$ cat config.mk
export PLATFORM = sky130hd
export DESIGN_NAME = xoshiro256pp_random_generator
export DESIGN_NICKNAME = d
export VERILOG_FILES = /design/src/hdl/xrg_pkg.sv /design/src/hdl/xoshiro256pp_random_generator.sv /design/src/hdl/xrg_mul64.sv
export SDC_FILE = /design/constraint.sdc
export NUM_CORES = 2
export LEC_CHECK = 0
export BUFFER_PORTS_ARGS = -buffer_cell sky130_fd_sc_hd__clkbuf_2
export CAP_MARGIN = 20
export CORE_MARGIN = 3
export CORE_UTILIZATION = 55
export DETAILED_ROUTE_END_ITERATION = 10
export GPL_TIMING_DRIVEN = 0
export PLACE_DENSITY_LB_ADDON = 0.08
export SYNTH_ARGS = -nofsm -noshare
export SYNTH_HDL_FRONTEND = slang
export SYNTH_SLANG_ARGS = --single-unit
$ cat constraint.sdc
create_clock -name i_clk -period 12.9 [get_ports i_clk]
set_input_delay 0.645 -clock i_clk [delete_from_list [all_inputs] [get_ports i_clk]]
set_output_delay 0.645 -clock i_clk [all_outputs]
set_load 0.01 [all_outputs]
$ cat src/hdl/xrg_pkg.sv
// Shared types and constants of the xoshiro256++ random word generator.
package xrg_pkg;

    // One 64-bit state or output word, and one 32-bit multiplier operand.
    typedef logic [63:0] t_word;
    typedef logic [31:0] t_half;

    // Request to the shared multiplier: start pulse and the two operands.
    typedef struct packed {
        logic  start;
        t_word a;
        t_word b;
    } t_mul_req;

    // Command codes carried on the input tuser bit.
    localparam logic CMD_SEED = 1'b0;
    localparam logic CMD_NEXT = 1'b1;

    // Splitmix64 constants.
    localparam t_word GOLDEN_STEP = 64'h9E3779B97F4A7C15;
    localparam t_word MIX_MUL_A   = 64'hBF58476D1CE4E5B9;
    localparam t_word MIX_MUL_B   = 64'h94D049BB133111EB;

    // Shift and rotate amounts.
    localparam int ROT_OUT   = 23;
    localparam int SHL_S1    = 17;
    localparam int ROT_S3    = 45;
    localparam int MIX_SHR_A = 30;
    localparam int MIX_SHR_B = 27;
    localparam int MIX_SHR_C = 31;

endpackage

$ cat src/hdl/xoshiro256pp_random_generator.sv
// Top level of the xoshiro256++ random word generator with splitmix64 seeding.
//
//   Channel  Direction  Signals                      Contents
//   s        in         i_s_tvalid/o_s_tready        tuser: command, tdata: seed_value
//   m        out        o_m_tvalid/i_m_tready        tdata: random_word
//
// A next request passes through a sum step, then an output and state update step;
// a new request is only taken once the generator is back in its idle state.
// A seed request produces four splitmix64 words, each needing
// two 64-bit products from the shared 32x32 multiplier.
// Synchronous active-low reset clears the state words to zero.
// A stalled output holds a next request in its update step until the word is taken.
module xoshiro256pp_random_generator import xrg_pkg::*; (
    input  logic        i_clk,
    input  logic        i_rst_n,
    input  logic        i_s_tvalid,
    output logic        o_s_tready,
    input  logic [63:0] i_s_tdata,   // [63:0] seed_value
    input  logic        i_s_tuser,   // [0] command
    output logic        o_m_tvalid,
    input  logic        i_m_tready,
    output logic [63:0] o_m_tdata    // [63:0] random_word
);

    typedef enum logic [4:0] {
        S_IDLE       = 5'b00001,
        S_NEXT_SUM   = 5'b00010,
        S_NEXT_UPD   = 5'b00100,
        S_SEED_MUL_A = 5'b01000,
        S_SEED_MUL_B = 5'b10000
    } t_state;

    t_state     r_state;
    t_state     n_state;
    t_word      r_gen_state [4];
    t_word      r_seed_acc;
    t_word      r_sum;
    t_word      r_out_data;
    logic       r_out_valid;
    logic [1:0] r_word;
    logic       w_in_acc;
    logic       w_out_free;
    logic       w_mul_done;
    t_word      w_product;
    t_word      w_seed_next;
    t_word      w_mix_a;
    t_word      w_mix_b;
    t_word      w_mix_c;
    t_word      w_rot_sum;
    t_word      w_word;
    t_word      w_s2;
    t_word      w_s3;
    t_word      w_s1;
    t_word      w_s0;
    t_mul_req   w_mul_req;

    assign w_in_acc   = i_s_tvalid && o_s_tready;
    assign w_out_free = !r_out_valid || i_m_tready;

    // Splitmix64 mixing around the shared multiplier.
    assign w_seed_next = (r_state == S_IDLE) ? i_s_tdata + GOLDEN_STEP
                                             : r_seed_acc + GOLDEN_STEP;
    assign w_mix_a     = w_seed_next ^ (w_seed_next >> MIX_SHR_A);
    assign w_mix_b     = w_product ^ (w_product >> MIX_SHR_B);
    assign w_mix_c     = w_product ^ (w_product >> MIX_SHR_C);

    // Output word and xoshiro256++ state update.
    assign w_rot_sum = {r_sum[63-ROT_OUT:0], r_sum[63:64-ROT_OUT]};
    assign w_word    = w_rot_sum + r_gen_state[0];
    assign w_s2      = r_gen_state[2] ^ r_gen_state[0];
    assign w_s3      = r_gen_state[3] ^ r_gen_state[1];
    assign w_s1      = r_gen_state[1] ^ w_s2;
    assign w_s0      = r_gen_state[0] ^ w_s3;

    // Multiplier requests: first product starts on a seed request or after the
    // previous word is stored; the second starts when the first is done.
    always_comb begin
        w_mul_req.start = 1'b0;
        w_mul_req.a     = w_mix_a;
        w_mul_req.b     = MIX_MUL_A;
        if (r_state == S_SEED_MUL_A && w_mul_done) begin
            w_mul_req.start = 1'b1;
            w_mul_req.a     = w_mix_b;
            w_mul_req.b     = MIX_MUL_B;
        end else if ((w_in_acc && i_s_tuser == CMD_SEED) ||
                     (r_state == S_SEED_MUL_B && w_mul_done && r_word != 2'd3)) begin
            w_mul_req.start = 1'b1;
        end
    end

    xrg_mul64 u_mul (
        .i_clk     (i_clk),
        .i_rst_n   (i_rst_n),
        .i_req     (w_mul_req),
        .o_done    (w_mul_done),
        .o_product (w_product)
    );

    // Sequencer next state.
    always_comb begin
        n_state = r_state;
        case (r_state)
            S_IDLE: begin
                if (w_in_acc) begin
                    n_state = (i_s_tuser == CMD_NEXT) ? S_NEXT_SUM : S_SEED_MUL_A;
                end
            end
            S_NEXT_SUM: n_state = S_NEXT_UPD;
            S_NEXT_UPD: begin
                if (w_out_free) begin
                    n_state = S_IDLE;
                end
            end
            S_SEED_MUL_A: begin
                if (w_mul_done) begin
                    n_state = S_SEED_MUL_B;
                end
            end
            S_SEED_MUL_B: begin
                if (w_mul_done) begin
                    n_state = (r_word == 2'd3) ? S_IDLE : S_SEED_MUL_A;
                end
            end
            default: n_state = S_IDLE;
        endcase
    end

    // Control registers.
    always_ff @(posedge i_clk) begin
        if (!i_rst_n) begin
            r_state     <= S_IDLE;
            r_out_valid <= 1'b0;
            r_word      <= 2'd0;
        end else begin
            r_state <= n_state;
            if (r_state == S_NEXT_UPD && w_out_free) begin
                r_out_valid <= 1'b1;
            end else if (i_m_tready) begin
                r_out_valid <= 1'b0;
            end
            if (r_state == S_SEED_MUL_B && w_mul_done) begin
                r_word <= r_word + 2'd1;
            end
        end
    end

    // State words: cleared by reset, shifted in by seeding, updated by next.
    always_ff @(posedge i_clk) begin
        if (!i_rst_n) begin
            r_gen_state[0] <= '0;
            r_gen_state[1] <= '0;
            r_gen_state[2] <= '0;
            r_gen_state[3] <= '0;
        end else if (r_state == S_SEED_MUL_B && w_mul_done) begin
            r_gen_state[0] <= r_gen_state[1];
            r_gen_state[1] <= r_gen_state[2];
            r_gen_state[2] <= r_gen_state[3];
            r_gen_state[3] <= w_mix_c;
        end else if (r_state == S_NEXT_UPD && w_out_free) begin
            r_gen_state[0] <= w_s0;
            r_gen_state[1] <= w_s1;
            r_gen_state[2] <= w_s2 ^ (r_gen_state[1] << SHL_S1);
            r_gen_state[3] <= {w_s3[63-ROT_S3:0], w_s3[63:64-ROT_S3]};
        end
    end

    // Payload registers.
    always_ff @(posedge i_clk) begin
        if (w_mul_req.start && r_state != S_SEED_MUL_A) begin
            r_seed_acc <= w_seed_next;
        end
        if (r_state == S_NEXT_SUM) begin
            r_sum <= r_gen_state[0] + r_gen_state[3];
        end
        if (r_state == S_NEXT_UPD && w_out_free) begin
            r_out_data <= w_word;
        end
    end

    assign o_s_tready = (r_state == S_IDLE);
    assign o_m_tvalid = r_out_valid;
    assign o_m_tdata  = r_out_data;

    // A finished product only arrives while a seed is in progress.
    a_mul_done_in_seed: assert property (@(posedge i_clk) disable iff (!i_rst_n)
        w_mul_done |-> (r_state == S_SEED_MUL_A || r_state == S_SEED_MUL_B))
        else $error("multiplier result outside seeding");

    // A next request reaches the update step through the sum step after it is taken.
    a_next_path: assert property (@(posedge i_clk) disable iff (!i_rst_n)
        (w_in_acc && i_s_tuser == CMD_NEXT) |=> ##1 (r_state == S_NEXT_UPD))
        else $error("next request did not reach update step");

    // Leaving the update step always presents a word.
    a_upd_out: assert property (@(posedge i_clk) disable iff (!i_rst_n)
        (r_state == S_NEXT_UPD && w_out_free) |=> o_m_tvalid)
        else $error("update step did not present a word");

    // Seeding ends with the word counter wrapped back to zero.
    a_seed_end: assert property (@(posedge i_clk) disable iff (!i_rst_n)
        (r_state == S_SEED_MUL_B && w_mul_done && r_word == 2'd3)
            |=> (r_word == 2'd0 && r_state == S_IDLE))
        else $error("seed did not finish after four words");

endmodule

$ cat src/hdl/xrg_mul64.sv
// Iterative 64x64 multiplier (low 64 bits of the product) on one 32x32 multiplier.
module xrg_mul64 import xrg_pkg::*; (
    input  logic     i_clk,
    input  logic     i_rst_n,
    input  t_mul_req i_req,
    output logic     o_done,
    output t_word    o_product
);

    // Partial product phases: low*low, low*high, high*low, then the last sum.
    localparam logic [1:0] PH_LO_LO = 2'd0;
    localparam logic [1:0] PH_LO_HI = 2'd1;
    localparam logic [1:0] PH_HI_LO = 2'd2;
    localparam logic [1:0] PH_SUM   = 2'd3;

    t_word      r_a;
    t_word      r_b;
    t_word      r_prod;
    t_word      r_acc;
    logic [1:0] r_phase;
    logic       r_busy;
    logic       r_done;
    t_half      w_op_x;
    t_half      w_op_y;
    t_word      w_mul;

    // Operand selection for the shared 32x32 multiplier.
    always_comb begin
        case (r_phase)
            PH_LO_LO: begin
                w_op_x = r_a[31:0];
                w_op_y = r_b[31:0];
            end
            PH_LO_HI: begin
                w_op_x = r_a[31:0];
                w_op_y = r_b[63:32];
            end
            default: begin
                w_op_x = r_a[63:32];
                w_op_y = r_b[31:0];
            end
        endcase
        w_mul = {32'd0, w_op_x} * {32'd0, w_op_y};
    end

    // Phase counter and completion flag.
    always_ff @(posedge i_clk) begin
        if (!i_rst_n) begin
            r_busy  <= 1'b0;
            r_done  <= 1'b0;
            r_phase <= PH_LO_LO;
        end else begin
            r_done <= 1'b0;
            if (i_req.start) begin
                r_busy  <= 1'b1;
                r_phase <= PH_LO_LO;
            end else if (r_busy) begin
                r_phase <= r_phase + 2'd1;
                if (r_phase == PH_SUM) begin
                    r_busy <= 1'b0;
                    r_done <= 1'b1;
                end
            end
        end
    end

    // Operand capture, registered partial product and accumulation.
    always_ff @(posedge i_clk) begin
        if (i_req.start) begin
            r_a <= i_req.a;
            r_b <= i_req.b;
        end
        if (r_busy) begin
            r_prod <= w_mul;
            case (r_phase)
                PH_LO_LO: r_acc <= r_acc;
                PH_LO_HI: r_acc <= r_prod;
                default:  r_acc <= r_acc + {r_prod[31:0], 32'd0};
            endcase
        end
    end

    assign o_done    = r_done;
    assign o_product = r_acc;

endmodule
==> impl_metrics.yaml <==
status:
  outcome: "complete, no violations"
global_routing:
  grt_antenna_before_repair: 11
  grt_max_degree: 68
  grt_use_met1: 0.521
  grt_pass1_vias: 55800
  grt_use_met3: 0.102
  gr-total-overflow: 0
  grt_usage: 0.405
  gr-usage-met2: 0.614
  globalRoute.busiestLayer: "met2"
  grt_pass1_wl_um: 384000
logic_synthesis:
  synth_cells: 7098
  yosys-top-cells-area: "edfxtp_1, fa_1, ha_1"
  netlist_area_mm2: 0.0704
  synth_top_area_frac: 0.274
  ys.flop_type: "edfxtp_1"
  synthArstFlopShare: 0
  synth_common_cells: "inv_1, fa_1, edfxtp_1"
  synth_edf_count: 642
  synth.most_common_cell: "inv_1"
  synthesis.nets: 8486
  avgSynthCellArea_um2: 9.92
  seq_area_frac_synth: 0.277
  synth.largest_area_cell: "edfxtp_1"
  ys_seq_elements: 654
  yosys_warnings: 0
  ys_types: 104
critical_path:
  slowest_stage: "clkbuf_1"
  worstPathRequired_ns: 13.35
  r2r_cells: 31
  crit_type: "register to register"
  cp-start-kind: "register"
  cp.arrival_ns: 13.11
  cpMostUsedCell: "fa_1"
  slowest_delay_ns: 0.62
  cp-end-kind: "register"
  worst_r2r_endpoint: "u_mul.r_prod[61]"
  rr_startpoint: "u_mul.r_phase[1]"
  regToRegSetupSlack_ns: 0.24
  crit_fanout: 12
timing:
  max_slew.worst_pin.slew_ns: 1.22
  drv_slew: 0
  finalHoldViolCount: 0
  fin_crit_ns: 12.66
  slew_headroom: 0.186
  rsz0062_at_grt: "no"
  finClkSkew_ns: 0.0729
  timing.final.crit_share: 0.981
  fmax_ghz: 0.0790
  setup_viol: 0
  fin_setup_tns_ns: 0
floorplan:
  die_height_um: 364
  start_util: 0.557
  core_area_mm2: 0.126
  rows: 130
  ios: 135
  die_x_um: 364
  dieArea_mm2: 0.132
detailed_routing:
  drt-pass1-iter-count: 8
  vias: 55700
  ant_nets: 0
  drc: 0
  post_drt_wl_per_cell_um: 29.4
  routed_via_density: 6.16
  wl_um: 266000
  drt-initial-drc-count: 6850
clocking:
  cts_buffers: 78
  cts_htree_levels: 3
  clockRootBuffer: "clkbuf_16"
  clkSinkCount: 654
  cts_tree: "yes"
  post_cts_buffers: 0
  path_clk_slew_ns: 0.06
  cts_max_path_buffers: 3
  clkLatencyLatePin_ns: 0.71
flow_run:
  maxCapViolCount: 0
place:
  gp_congestion: 1.03
  io_buffers: 132
  hpwl_um: 221000
worst_hold_path:
  min_path_cells: 3
  min_from: "i_s_tuser"
  hold_end: "r_state[1]"
  hp-class: "input port to register"
final_layout:
  fin_nets: 8730
  synthToLayoutAreaGrowth_pct: 8.45
  drive_above_1_share: 0.0587
## per-stage QoR
stage	instances	setup slack, ns	instance area (um2)	util	hold WS (ns)
global placement	8880	-1.39	73100	0.579	0.447
global route	9049	0.0254	76400	0.604	0.227
CTS	9046	0.104	76300	0.604	0.191
floorplan	7098	3.55	70400	-	0.440
detailed placement	8910	-0.270	73700	0.583	0.468
finish	9052	0.242	76400	0.604	0.230
## worst max-delay path by stage
stage / startpoint / end / slack, ns / depth (start not counted)
3_3_place_gp: r_state[4] / u_mul.r_b[59] / -1.39 / 10
4_1_cts: u_mul.r_phase[1] / u_mul.r_prod[63] / 0.10 / 31
6_report: u_mul.r_phase[1] / u_mul.r_prod[61] / 0.24 / 31
3_5_place_dp: u_mul.r_phase[1] / u_mul.r_prod[63] / -0.27 / 31
5_1_grt: u_mul.r_phase[0] / u_mul.r_prod[63] / 0.03 / 33
2_1_floorplan: u_mul.r_phase[0] / u_mul.r_prod[61] / 3.55 / 35
## cells in the final DEF (no fill, tap or decap), types with 80 or more instances in the layout
cell      count
clkbuf_2    133
nand2b_1    173
inv_1      1048
clkbuf_1    194
xnor2_1     374
xor2_1      330
ha_1        512
fa_1        807
nor2_1      517
o21ai_0     547
a21oi_1     276
and2_1       80
edfxtp_1    642
nand2_1     527
a21o_1      150
## registers in the layout (all words and copies together) (netlist names)
| signal | cells |
|---|---|
| u_mul.r_phase | 2 |
| o_m_tvalid | 1 |
| u_mul.r_a | 64 |
| r_word | 2 |
| u_mul.o_product | 64 |
| o_m_tdata | 64 |
| r_gen_state | 256 |
| r_seed_acc | 64 |
| r_state | 5 |
| u_mul.r_prod | 64 |
| r_sum | 64 |
| u_mul.o_done | 1 |
| u_mul.r_busy | 1 |
| u_mul.r_b | 2 |
## layout make-up
class                           instances  area [um2]
Inverter                             1065        4000
Fill cell                           10900       50000
Antenna cell                            4        10.0
Clock buffer                           88        2010
Tap cell                             1650        2060
Sequential cell                       654       19500
Clock inverter                         48         582
Timing Repair Buffer                  164        1180
Multi-Input combinational cell       5159       46100
Buffer                                220         895
## worst max-delay path: cells and delay by family (launching register included)
| family | cells | cell delay (ns) |
|---|---|---|
| AOI/OAI and AO/OA | 6 | 1.63 |
| buffers and inverters | 7 | 2.49 |
| xor gates and xnor gates | 1 | 0.15 |
| adders and majority gates | 10 | 4.69 |
| DFF | 1 | 0.37 |
| muxes | 1 | 0.59 |
| and+or+nand+nor | 6 | 2.49 |
## cell families after synthesis
logic type | share of synthesized area
simple gates | 0.112
compound gates | 0.116
fa+ha+maj | 0.320
buf+inv | 0.0695
xor+xnor | 0.0892
flops | 0.277
mux | 0.0149
## metal layers
layer / part of all wire / vias up
met1: 0.38 / 27500
met4: 0.077 / 8
li1: - / 24200
met3: 0.10 / 718
met2: 0.44 / 3293
met5: 0.00018 / -
## what timing repair did
action / in CTS / in global routing
resized for setup: 1 / 3
hold buffers: 0 / 0
pin swaps: 0 / 0
endpoints found under the setup margin: 4 / 7
Power is not shown: default switching activity piles up to over one toggle a cycle in this logic, so the estimate is an artifact.
